`src/hw/rtl/atrlc_pkg.sv`:
```
// Types, constants and helper functions of the AT response line classifier.
package atrlc_pkg;

   localparam int LINE_MAX_DEF  = 32;
   localparam int LINES_MAX_DEF = 16;

   localparam int KW_NUM   = 7;
   localparam int KW_CHARS = 11;

   localparam logic [7:0] CHR_LF    = 8'h0A;
   localparam logic [7:0] CHR_CR    = 8'h0D;
   localparam logic [7:0] CHR_TAB   = 8'h09;
   localparam logic [7:0] CHR_SPACE = 8'h20;
   localparam logic [7:0] CHR_QUOTE = 8'h22;
   localparam logic [7:0] CHR_COMMA = 8'h2C;
   localparam logic [7:0] CHR_SEMI  = 8'h3B;
   localparam logic [7:0] CHR_GT    = 8'h3E;
   localparam logic [7:0] CHR_PLUS  = 8'h2B;
   localparam logic [7:0] CHR_C     = 8'h43;
   localparam logic [7:0] CHR_M     = 8'h4D;
   localparam logic [7:0] CHR_E     = 8'h45;
   localparam logic [7:0] CHR_S     = 8'h53;

   // Keyword text, last character in element 0.
   localparam logic [KW_CHARS-1:0][7:0] KW_TEXT [KW_NUM] = '{
      "OK", "ERROR", "BUSY", "NO ANSWER", "NO CARRIER", "NO DIALTONE", "RING"
   };
   localparam logic [3:0] KW_LEN [KW_NUM] = '{4'd2, 4'd5, 4'd4, 4'd9, 4'd10, 4'd11, 4'd4};

   localparam int RSP_DEPTH = 2;

   typedef enum logic [1:0] {
      MODE_DELIM,
      MODE_LINE,
      MODE_PROMPT
   } mode_type;

   typedef enum logic [3:0] {
      KIND_DATA        = 4'd0,
      KIND_OK          = 4'd1,
      KIND_ERROR       = 4'd2,
      KIND_BUSY        = 4'd3,
      KIND_NO_ANSWER   = 4'd4,
      KIND_NO_CARRIER  = 4'd5,
      KIND_NO_DIALTONE = 4'd6,
      KIND_RING        = 4'd7,
      KIND_CME         = 4'd8,
      KIND_CMS         = 4'd9
   } kind_type;

   // Line scanner to response tracker.
   typedef struct packed {
      logic       close;
      logic       prompt;
      kind_type   kind;
      logic [4:0] fields;
      logic [5:0] length;
      logic       truncated;
   } line_evt_type;

   typedef struct packed {
      kind_type   line_kind;
      logic [4:0] field_count;
      logic [5:0] line_length;
      logic [3:0] line_index;
      logic       ends_response;
      logic       final_status;
      logic [3:0] call_flags;
      logic       is_prompt;
      logic       overflow;
   } rsp_word_type;

   function automatic logic is_delim(input logic [7:0] c);
      case (c) inside
         CHR_QUOTE, CHR_SEMI, CHR_COMMA, CHR_SPACE, CHR_TAB: return 1'b1;
         default: return 1'b0;
      endcase
   endfunction

   // Does character c match keyword k at position pos.
   function automatic logic kw_hit(input logic [2:0] k, input logic [7:0] pos,
                                   input logic [7:0] c);
      logic [3:0] idx;
      idx = '0;
      if (pos >= 8'(KW_LEN[k])) return 1'b0;
      idx = 4'(KW_LEN[k] - 4'd1 - 4'(pos));
      return KW_TEXT[k][idx] == c;
   endfunction

endpackage

```
`src/hw/rtl/atrlc_stream_if.sv`:
```
// Request and response channel interfaces of the classifier.
interface atrlc_req_if ();
   logic       valid;
   logic       ready;
   logic [7:0] rx_byte;

   modport source (output valid, output rx_byte, input ready);
   modport sink (input valid, input rx_byte, output ready);
endinterface

interface atrlc_rsp_if ();
   logic       valid;
   logic       ready;
   logic [3:0] line_kind;
   logic [4:0] field_count;
   logic [5:0] line_length;
   logic [3:0] line_index;
   logic       ends_response;
   logic       final_status;
   logic [3:0] call_flags;
   logic       is_prompt;
   logic       overflow;

   modport source (output valid, output line_kind, output field_count, output line_length,
                   output line_index, output ends_response, output final_status,
                   output call_flags, output is_prompt, output overflow, input ready);
   modport sink (input valid, input line_kind, input field_count, input line_length,
                 input line_index, input ends_response, input final_status,
                 input call_flags, input is_prompt, input overflow, output ready);
endinterface

```
`src/hw/rtl/at_response_line_classifier.sv`:
```
// AT response line classifier: top level.
// req_chan carries one received modem byte per word (rx_byte); zero bytes are
// dropped silently. rsp_chan carries one word for every LF that closes a line
// and for every '>' prompt seen inside a line; other bytes give no word.
// A byte accepted on req_chan is held in the input register and classified
// from there; any result is written into the result queue and is shown on
// rsp_chan from the head of that queue. One byte is taken every cycle while
// the sink keeps up; the limit is the single-pass scan of the byte held in
// the input register.
// Results go through a two-word queue, so bytes keep flowing while one result
// waits. With two results waiting, the byte in the input register stalls and
// req ready drops until the sink takes a word.
// Synchronous reset returns the parser to delimiter mode, marks the response
// as closed, clears call flags and line count, and empties the queue and the
// input register.
module at_response_line_classifier import atrlc_pkg::*; #(
   parameter int LINE_MAX  = LINE_MAX_DEF,
   parameter int LINES_MAX = LINES_MAX_DEF
) (
   input  logic            clock,
   input  logic            reset,
   atrlc_req_if.sink       req_chan,
   atrlc_rsp_if.source     rsp_chan
);

   logic [7:0]   byte_ff, byte_in;
   logic         byte_vld_ff, byte_vld_in;
   logic         q_full;
   logic         go;
   logic         req_take;
   line_evt_type evt;
   rsp_word_type res_word;
   rsp_word_type out_word;

   assign go             = byte_vld_ff && !q_full;
   assign req_chan.ready = !byte_vld_ff || go;
   assign req_take       = req_chan.valid && req_chan.ready;

   always_comb begin
      byte_in     = req_take ? req_chan.rx_byte : byte_ff;
      byte_vld_in = req_take ? 1'b1 : (go ? 1'b0 : byte_vld_ff);
   end

   always_ff @(posedge clock) begin
      byte_ff <= byte_in;
   end

   always_ff @(posedge clock) begin
      if (reset) byte_vld_ff <= 1'b0;
      else byte_vld_ff <= byte_vld_in;
   end

   atrlc_line_scan #(
      .LINE_MAX (LINE_MAX)
   ) u_scan (
      .clock   (clock),
      .reset   (reset),
      .en      (go),
      .rx_byte (byte_ff),
      .evt     (evt)
   );

   atrlc_resp_track #(
      .LINES_MAX (LINES_MAX)
   ) u_track (
      .clock (clock),
      .reset (reset),
      .evt   (evt),
      .word  (res_word)
   );

   atrlc_rsp_fifo u_fifo (
      .clock     (clock),
      .reset     (reset),
      .push      (evt.close || evt.prompt),
      .push_word (res_word),
      .full      (q_full),
      .out_valid (rsp_chan.valid),
      .out_ready (rsp_chan.ready),
      .out_word  (out_word)
   );

   assign rsp_chan.line_kind     = out_word.line_kind;
   assign rsp_chan.field_count   = out_word.field_count;
   assign rsp_chan.line_length   = out_word.line_length;
   assign rsp_chan.line_index    = out_word.line_index;
   assign rsp_chan.ends_response = out_word.ends_response;
   assign rsp_chan.final_status  = out_word.final_status;
   assign rsp_chan.call_flags    = out_word.call_flags;
   assign rsp_chan.is_prompt     = out_word.is_prompt;
   assign rsp_chan.overflow      = out_word.overflow;

endmodule

```
`src/hw/rtl/atrlc_line_scan.sv`:
```
// Per-character line scanner: parse mode, keyword and +CME/+CMS match, field count.
module atrlc_line_scan import atrlc_pkg::*; #(
   parameter int LINE_MAX = LINE_MAX_DEF
) (
   input  logic         clock,
   input  logic         reset,
   input  logic         en,
   input  logic [7:0]   rx_byte,
   output line_evt_type evt
);

   localparam int LEN_W = $clog2(LINE_MAX + 1);

   mode_type           mode_ff, mode_in;
   logic [LEN_W-1:0]   kept_ff, kept_in;
   logic [KW_NUM-1:0]  cand_ff, cand_in;
   logic [1:0]         plus_ff, plus_in;
   logic [1:0]         cmecms_ff, cmecms_in;
   logic [4:0]         fields_ff, fields_in;
   logic               infield_ff, infield_in;
   logic               trunc_ff, trunc_in;

   logic               active;
   logic               start_line;
   logic               keep;
   logic               close_hit;
   logic               prompt_hit;
   logic [KW_NUM-1:0]  hits;
   kind_type           kw_kind;

   assign active = en && (rx_byte != 8'h00);

   always_comb begin
      mode_in = mode_ff;
      if (active) begin
         unique case (mode_ff)
            MODE_LINE: begin
               if (rx_byte == CHR_GT) mode_in = MODE_PROMPT;
               else if (rx_byte == CHR_LF) mode_in = MODE_DELIM;
            end
            MODE_PROMPT: begin
               if (rx_byte == CHR_CR) mode_in = MODE_DELIM;
            end
            MODE_DELIM: begin
               if (rx_byte == CHR_LF) mode_in = MODE_LINE;
            end
            default: mode_in = MODE_DELIM;
         endcase
      end
   end

   always_comb begin
      start_line = 1'b0;
      keep       = 1'b0;
      close_hit  = 1'b0;
      prompt_hit = 1'b0;
      if (active) begin
         unique case (mode_ff)
            MODE_LINE: begin
               if (rx_byte == CHR_GT) begin
                  prompt_hit = 1'b1;
                  start_line = 1'b1;
               end else if (rx_byte == CHR_LF) begin
                  close_hit  = 1'b1;
                  start_line = 1'b1;
               end else if (rx_byte != CHR_CR) begin
                  keep = 1'b1;
               end
            end
            MODE_DELIM: start_line = (rx_byte == CHR_LF);
            default: ;
         endcase
      end
   end

   always_comb begin
      for (int k = 0; k < KW_NUM; k++) begin
         hits[k] = kw_hit(3'(k), 8'(kept_ff), rx_byte);
      end
   end

   always_comb begin
      kept_in    = kept_ff;
      cand_in    = cand_ff;
      plus_in    = plus_ff;
      cmecms_in  = cmecms_ff;
      fields_in  = fields_ff;
      infield_in = infield_ff;
      trunc_in   = trunc_ff;
      if (start_line) begin
         kept_in    = '0;
         cand_in    = '1;
         plus_in    = '0;
         cmecms_in  = '0;
         fields_in  = '0;
         infield_in = 1'b0;
         trunc_in   = 1'b0;
      end else if (keep) begin
         if (kept_ff >= LEN_W'(LINE_MAX)) begin
            trunc_in = 1'b1;
         end else begin
            cand_in = cand_ff & hits;
            if (plus_ff == 2'd3) begin
               if (rx_byte == CHR_E) cmecms_in[0] = 1'b1;
               if (rx_byte == CHR_S) cmecms_in[1] = 1'b1;
            end
            if (rx_byte == CHR_PLUS) plus_in = 2'd1;
            else if (plus_ff == 2'd1 && rx_byte == CHR_C) plus_in = 2'd2;
            else if (plus_ff == 2'd2 && rx_byte == CHR_M) plus_in = 2'd3;
            else plus_in = 2'd0;
            if (is_delim(rx_byte)) begin
               infield_in = 1'b0;
            end else if (!infield_ff) begin
               infield_in = 1'b1;
               if (fields_ff != 5'd31) fields_in = fields_ff + 5'd1;
            end
            kept_in = kept_ff + LEN_W'(1);
         end
      end
   end

   // Line class from the state before the closing LF; first keyword wins.
   always_comb begin
      kw_kind = KIND_DATA;
      for (int k = KW_NUM - 1; k >= 0; k--) begin
         if (cand_ff[k] && kept_ff == LEN_W'(KW_LEN[k])) kw_kind = kind_type'(4'(k + 1));
      end
   end

   always_comb begin
      evt.close     = close_hit;
      evt.prompt    = prompt_hit;
      evt.kind      = kw_kind;
      evt.fields    = '0;
      evt.length    = 6'(kept_ff);
      evt.truncated = trunc_ff;
      if (kw_kind == KIND_DATA) begin
         evt.fields = fields_ff;
         if (cmecms_ff[0]) evt.kind = KIND_CME;
         else if (cmecms_ff[1]) evt.kind = KIND_CMS;
      end
   end

   always_ff @(posedge clock) begin
      if (reset) begin
         mode_ff    <= MODE_DELIM;
         kept_ff    <= '0;
         cand_ff    <= '1;
         plus_ff    <= '0;
         cmecms_ff  <= '0;
         fields_ff  <= '0;
         infield_ff <= 1'b0;
         trunc_ff   <= 1'b0;
      end else begin
         mode_ff    <= mode_in;
         kept_ff    <= kept_in;
         cand_ff    <= cand_in;
         plus_ff    <= plus_in;
         cmecms_ff  <= cmecms_in;
         fields_ff  <= fields_in;
         infield_ff <= infield_in;
         trunc_ff   <= trunc_in;
      end
   end

endmodule

```
`src/hw/rtl/atrlc_resp_track.sv`:
```
// Response tracker: line index, call flags, verdict; builds the result word.
module atrlc_resp_track import atrlc_pkg::*; #(
   parameter int LINES_MAX = LINES_MAX_DEF
) (
   input  logic         clock,
   input  logic         reset,
   input  line_evt_type evt,
   output rsp_word_type word
);

   localparam int IDX_CAP = (LINES_MAX - 1 > 15) ? 15 : LINES_MAX - 1;

   logic [3:0] flags_ff, flags_in;
   logic [3:0] lines_ff, lines_in;
   logic       verdict_ff, verdict_in;
   logic       closed_ff, closed_in;

   logic [3:0] flags_base;
   logic [3:0] lines_base;
   logic       verdict_base;
   logic       ends;

   always_comb begin
      flags_base   = closed_ff ? 4'd0 : flags_ff;
      lines_base   = closed_ff ? 4'd0 : lines_ff;
      verdict_base = closed_ff ? 1'b0 : verdict_ff;

      flags_in   = flags_ff;
      lines_in   = lines_ff;
      verdict_in = verdict_ff;
      closed_in  = closed_ff;
      ends       = 1'b0;

      if (evt.close) begin
         flags_in   = flags_base;
         verdict_in = verdict_base;
         case (evt.kind)
            KIND_OK: begin
               verdict_in = 1'b1;
               ends       = 1'b1;
            end
            KIND_ERROR: begin
               verdict_in = 1'b0;
               ends       = 1'b1;
            end
            KIND_BUSY:        flags_in = flags_base | 4'b0001;
            KIND_NO_ANSWER:   flags_in = flags_base | 4'b0010;
            KIND_NO_CARRIER:  flags_in = flags_base | 4'b0100;
            KIND_NO_DIALTONE: flags_in = flags_base | 4'b1000;
            KIND_CME, KIND_CMS: ends = 1'b1;
            default: ;
         endcase
         lines_in  = (lines_base < 4'(IDX_CAP)) ? lines_base + 4'd1 : lines_base;
         closed_in = ends;
      end
   end

   always_comb begin
      word = '0;
      if (evt.prompt) begin
         word.call_flags = flags_ff;
         word.is_prompt  = 1'b1;
      end else begin
         word.line_kind     = evt.kind;
         word.field_count   = evt.fields;
         word.line_length   = evt.length;
         word.line_index    = lines_base;
         word.ends_response = ends;
         word.final_status  = !verdict_in;
         word.call_flags    = flags_in;
         word.overflow      = evt.truncated;
      end
   end

   always_ff @(posedge clock) begin
      if (reset) begin
         flags_ff   <= '0;
         lines_ff   <= '0;
         verdict_ff <= 1'b0;
         closed_ff  <= 1'b1;
      end else begin
         flags_ff   <= flags_in;
         lines_ff   <= lines_in;
         verdict_ff <= verdict_in;
         closed_ff  <= closed_in;
      end
   end

endmodule

```
`src/hw/rtl/atrlc_rsp_fifo.sv`:
```
// Two-word result queue between the classifier and the response channel.
module atrlc_rsp_fifo import atrlc_pkg::*; (
   input  logic         clock,
   input  logic         reset,
   input  logic         push,
   input  rsp_word_type push_word,
   output logic         full,
   output logic         out_valid,
   input  logic         out_ready,
   output rsp_word_type out_word
);

   localparam int PTR_W = $clog2(RSP_DEPTH);
   localparam int CNT_W = $clog2(RSP_DEPTH + 1);

   rsp_word_type     word_ff [RSP_DEPTH];
   logic [PTR_W-1:0] wr_ptr_ff, wr_ptr_in;
   logic [PTR_W-1:0] rd_ptr_ff, rd_ptr_in;
   logic [CNT_W-1:0] count_ff, count_in;
   logic             pop;

   assign full      = (count_ff == CNT_W'(RSP_DEPTH));
   assign out_valid = (count_ff != '0);
   assign out_word  = word_ff[rd_ptr_ff];
   assign pop       = out_valid && out_ready;

   always_comb begin
      wr_ptr_in = wr_ptr_ff;
      rd_ptr_in = rd_ptr_ff;
      count_in  = count_ff;
      if (push) begin
         wr_ptr_in = (wr_ptr_ff == PTR_W'(RSP_DEPTH - 1)) ? '0 : wr_ptr_ff + PTR_W'(1);
      end
      if (pop) begin
         rd_ptr_in = (rd_ptr_ff == PTR_W'(RSP_DEPTH - 1)) ? '0 : rd_ptr_ff + PTR_W'(1);
      end
      if (push && !pop) count_in = count_ff + CNT_W'(1);
      else if (pop && !push) count_in = count_ff - CNT_W'(1);
   end

   always_ff @(posedge clock) begin
      if (push) word_ff[wr_ptr_ff] <= push_word;
   end

   always_ff @(posedge clock) begin
      if (reset) begin
         wr_ptr_ff <= '0;
         rd_ptr_ff <= '0;
         count_ff  <= '0;
      end else begin
         wr_ptr_ff <= wr_ptr_in;
         rd_ptr_ff <= rd_ptr_in;
         count_ff  <= count_in;
      end
   end

endmodule

```
`src/flat_wrapper.sv`:
```
// flat-port wrapper written by rule: the top's interface ports become plain ports
module at_response_line_classifier_flat import atrlc_pkg::*;
#(
   parameter int LINE_MAX  = LINE_MAX_DEF,
   parameter int LINES_MAX = LINES_MAX_DEF
)
  (clock, reset, req_chan_valid, req_chan_rx_byte, req_chan_ready, rsp_chan_valid, rsp_chan_line_kind, rsp_chan_field_count, rsp_chan_line_length, rsp_chan_line_index, rsp_chan_ends_response, rsp_chan_final_status, rsp_chan_call_flags, rsp_chan_is_prompt, rsp_chan_overflow, rsp_chan_ready);
  atrlc_req_if req_chan_i ();
  atrlc_rsp_if rsp_chan_i ();
  input  logic clock;
  input  logic reset;
  input wire logic [$bits(req_chan_i.valid)-1:0] req_chan_valid;
  input wire logic [$bits(req_chan_i.rx_byte)-1:0] req_chan_rx_byte;
  output wire logic [$bits(req_chan_i.ready)-1:0] req_chan_ready;
  output wire logic [$bits(rsp_chan_i.valid)-1:0] rsp_chan_valid;
  output wire logic [$bits(rsp_chan_i.line_kind)-1:0] rsp_chan_line_kind;
  output wire logic [$bits(rsp_chan_i.field_count)-1:0] rsp_chan_field_count;
  output wire logic [$bits(rsp_chan_i.line_length)-1:0] rsp_chan_line_length;
  output wire logic [$bits(rsp_chan_i.line_index)-1:0] rsp_chan_line_index;
  output wire logic [$bits(rsp_chan_i.ends_response)-1:0] rsp_chan_ends_response;
  output wire logic [$bits(rsp_chan_i.final_status)-1:0] rsp_chan_final_status;
  output wire logic [$bits(rsp_chan_i.call_flags)-1:0] rsp_chan_call_flags;
  output wire logic [$bits(rsp_chan_i.is_prompt)-1:0] rsp_chan_is_prompt;
  output wire logic [$bits(rsp_chan_i.overflow)-1:0] rsp_chan_overflow;
  input wire logic [$bits(rsp_chan_i.ready)-1:0] rsp_chan_ready;
  assign req_chan_i.valid = req_chan_valid;
  assign req_chan_i.rx_byte = req_chan_rx_byte;
  assign req_chan_ready = req_chan_i.ready;
  assign rsp_chan_valid = rsp_chan_i.valid;
  assign rsp_chan_line_kind = rsp_chan_i.line_kind;
  assign rsp_chan_field_count = rsp_chan_i.field_count;
  assign rsp_chan_line_length = rsp_chan_i.line_length;
  assign rsp_chan_line_index = rsp_chan_i.line_index;
  assign rsp_chan_ends_response = rsp_chan_i.ends_response;
  assign rsp_chan_final_status = rsp_chan_i.final_status;
  assign rsp_chan_call_flags = rsp_chan_i.call_flags;
  assign rsp_chan_is_prompt = rsp_chan_i.is_prompt;
  assign rsp_chan_overflow = rsp_chan_i.overflow;
  assign rsp_chan_i.ready = rsp_chan_ready;
  at_response_line_classifier #(.LINE_MAX(LINE_MAX), .LINES_MAX(LINES_MAX)) u_core (.clock(clock), .reset(reset), .req_chan(req_chan_i), .rsp_chan(rsp_chan_i));
endmodule
```
`config.mk`:
```
export PLATFORM = sky130hd
export DESIGN_NAME = at_response_line_classifier_flat
export DESIGN_NICKNAME = d
export VERILOG_FILES = /design/src/hw/rtl/atrlc_pkg.sv /design/src/hw/rtl/atrlc_stream_if.sv /design/src/hw/rtl/at_response_line_classifier.sv /design/src/hw/rtl/atrlc_line_scan.sv /design/src/hw/rtl/atrlc_resp_track.sv /design/src/hw/rtl/atrlc_rsp_fifo.sv /design/src/flat_wrapper.sv
export SDC_FILE = /design/constraint.sdc
export NUM_CORES = 1
export LEC_CHECK = 0
export BUFFER_PORTS_ARGS = -buffer_cell sky130_fd_sc_hd__buf_4
export CAP_MARGIN = 20
export CORE_MARGIN = 3
export CORE_UTILIZATION = 55
export CTS_CLUSTER_SIZE = 12
export DETAILED_ROUTE_END_ITERATION = 8
export GPL_TIMING_DRIVEN = 0
export PLACE_DENSITY = 0.73
export SLEW_MARGIN = 10
export SYNTH_ARGS = -nofsm -noshare
export SYNTH_HDL_FRONTEND = slang
export SYNTH_HIERARCHICAL = 1
export SYNTH_SLANG_ARGS = --single-unit
```
`constraint.sdc`:
```
create_clock -name clock -period 9.75 [get_ports clock]
set_input_delay 0.4875 -clock clock [delete_from_list [all_inputs] [get_ports clock]]
set_output_delay 0.4875 -clock clock [all_outputs]
set_load 0.01 [all_outputs]
```
==> results_dict.tcl <==
set metrics [dict create \
    status "completed" \
    multi_input_area_um2 3340 \
    synth_top_cell_area_share_pct 29.2 \
    drive_gt1_share_pct 21.0 \
    p_leak_nw 2.54 \
    final.setup.tns_ps 0 \
    ctsRootBufferMaster "clkbuf_16" \
    grt_max_degree 28 \
    io_pins 41 \
    crit_path_end_kind "flop" \
    vias_per_cell 6.13 \
    critPathKind "flop to flop" \
    clk_path_buf_depth 2 \
    fp.dieW_um 114 \
    cp_max_fo 10 \
    synth_seq_cells 104 \
    firstDrtPassIters 5 \
    syn_inst 633 \
    met2WireLength_um 7670 \
    setup_viol 0 \
    max-cap-violations 0 \
    cts_buffers 9 \
    fillCellCount 882 \
    grt_pass1_vias 4941 \
    ys_seq_area_share_pct 42.4 \
    tightest_slew_ps 955 \
    wl_met3_um 656 \
    yosysTopAreaCell "edfxtp_1" \
    finalWirelength_um 15800 \
    timing.rr.start "u_core/u_scan/kept_ff[0]$_SDFFE_PP0P_" \
    ctsHoldBuffers 0 \
    regArea_um2 2700 \
    ctsHtreeMaxLevel 3 \
    hpwl_um 11500 \
    skew_ps 12.7 \
    drc_errors 0 \
    synth_edf_count 62 \
    whs_ps 310 \
    yosys-top-cells-area "edfxtp_1, dfxtp_1, mux2_2, ha_1, nor2_1" \
    critPathArrivalTime_ps 4220 \
    dieHeight_um 114 \
    globalplace.congestion 0.941 \
    async_reset_ff_share_pct 0 \
    finalNetCount 721 \
    worst_skew_pair.late_latency_ps 350 \
    fin_ws_ps 5640 \
    cts_setup_buffers 0 \
    synth_most_common_cell "edfxtp_1" \
    syn_area_per_cell_um2 10.1 \
    ys_types 82 \
    worstHoldStart "req_chan_rx_byte[1]" \
    syn_area_um2 6370 \
    hold_viol 0 \
    preCtsSetupSlack_ps 5720 \
    synth_nets 669 \
    routedWlPerCell_um 19.1 \
    cp.required_ps 9860 \
    start_util_pct 57.5 \
    highest_layer "met4" \
    grt_first_pass_wirelength_um 25900 \
    synthTopCellsByCount "edfxtp_1, nor2_1, dfxtp_1" \
    grt-ovfl-total 0 \
    rsz0062_at_grt "false" \
    synthToLayoutAreaGrowth_pct 12.3 \
    power.density_nw_per_um2 121 \
    yosys_warnings 6 \
    clock_sinks 104 \
    final_cell_count_no_fill 830 \
    grtUsageTotal_pct 25.2 \
    antenna_found_initial 0 \
    ctsResizeCount 0 \
    num_vias 5091 \
    clkSlewWorstSetupHoldPaths_ps 80 \
    rrSetupSlack_ps 5640 \
    report.final.slew_viol_count 0 \
    cts_tree "done" \
    final_util_pct 64.6 \
    drt_iter0_markers 433 \
    drtAntennaViolNets 0 \
    placedCellCount 814 \
    fin_crit_sh_pct 42.1 \
    row_count 38 \
    drt-met1-wl_um 7190 \
    peakVddDrop_v 0.000117 \
    insertedDiodeCount 0 \
    fmax_ghz 0.243 \
    port_buffers 40 \
    crit_path_start "u_core/u_scan/kept_ff[0]$_SDFFE_PP0P_" \
    synthFlopType "edfxtp_1" \
    dieArea_um2 12900 \
    startpoint_type "flop" \
    period_minus_slack_ps 4110 \
    hp-class "primary input to flop" \
    slew_headroom_pct 36.2 \
    core_area_um2 11100 \
]
[placed cells by master (no fill, tap or decap), types with 10 or more instances in the layout]
master    Yosys  final
edfxtp_1     62     62
clkbuf_1     14     14
inv_1        15     15
nand3_1      18     18
buf_4         7     47
and2_1       11     11
mux2_2       30     30
nor2b_1      28     27
nor2_1       49     49
xor2_1       11     11
a21oi_1      36     36
xnor2_1      16     16
buf_6        10     10
nand2b_1     12     12
dfxtp_1      42     42
nand2_1      41     41
ha_1         24     24
o21ai_0      28     28
a31oi_1      11     11
[layout make-up]
type                    count  share of cell area (%)
plain buffers              40                    3.66
clock buffers               9                    3.15
clock inverters             7                   0.857
inverters                  17                   0.927
multi-input cells         472                    46.8
flip-flops and latches    104                    37.8
well taps                 140                    2.45
repair buffers             41                    4.41
[final timing paths]
check                           cells past startpoint                               endpoint
worst max-delay path                               12  u_core/u_fifo/word_ff[1][7]$_DFFE_PP_
worst min-delay path                                1            u_core/byte_ff[1]$_DFFE_PP_
worst max register to register                     12  u_core/u_fifo/word_ff[1][7]$_DFFE_PP_
worst min register to register                      1  u_core/u_scan/cand_ff[0]$_SDFFE_PP1P_
[state kept, by name (all words and copies together), names as in the netlist, 4 cells and up, named ones only]
signal and count:
u_core/u_track/lines_ff 4, u_core/u_scan/kept_ff 6, u_core/u_scan/fields_ff 5, u_core/u_scan/cand_ff 7, u_core/byte_ff 8, u_core/u_track/flags_ff 4
u_core/u_fifo/word_ff 54
[critical path: stages, from the launching register on]
cell,delay [ps]
dfxtp_1,460
buf_4,220
clkbuf_1,400
inv_1,330
ha_1,390
and3_1,250
a32oi_1,190
or3b_2,480
nor2_1,340
o21a_1,270
nor2_1,90
xnor2_1,150
nor4_1,320
[power by group]
group	leakage [nW]	total, W	switching [W]	internal [W]
clock network	0.136	0.000348	0.000170	0.000178
registers	0.835	0.000466	0.00000265	0.000463
logic	1.57	0.0000478	0.0000283	0.0000194
[metrics by stage]
stage	cell area (um^2)	total power [W]
3_5_place_dp	6870	0.000523
3_3_place_gp	6840	0.000522
5_1_grt	7150	0.000891
2_1_floorplan	6370	0.000507
6_report	7150	0.000862
4_1_cts	7150	0.000870
[routing by layer]
| metal | global-route usage (%) | vias up |
|---|---|---|
| met5 | 0 | - |
| li1 | - | 2439 |
| met1 | 33.5 | 2439 |
| met4 | 7.53 | 0 |
| met3 | 3.66 | 29 |
| met2 | 42.7 | 184 |
[cell families after synthesis]
family | after synthesis | share of synthesized area [%]
buffers and inverters | 57 | 5.15
AO/OA/AOI/OAI | 141 | 15.5
flip-flops | 104 | 42.4
XOR/XNOR | 28 | 3.97
AND/OR/NAND/NOR | 243 | 22.0
multiplexers | 36 | 6.25
adder cells (fa/ha/maj) | 24 | 4.72
No activity file was read; power rests on OpenSTA's default activity.
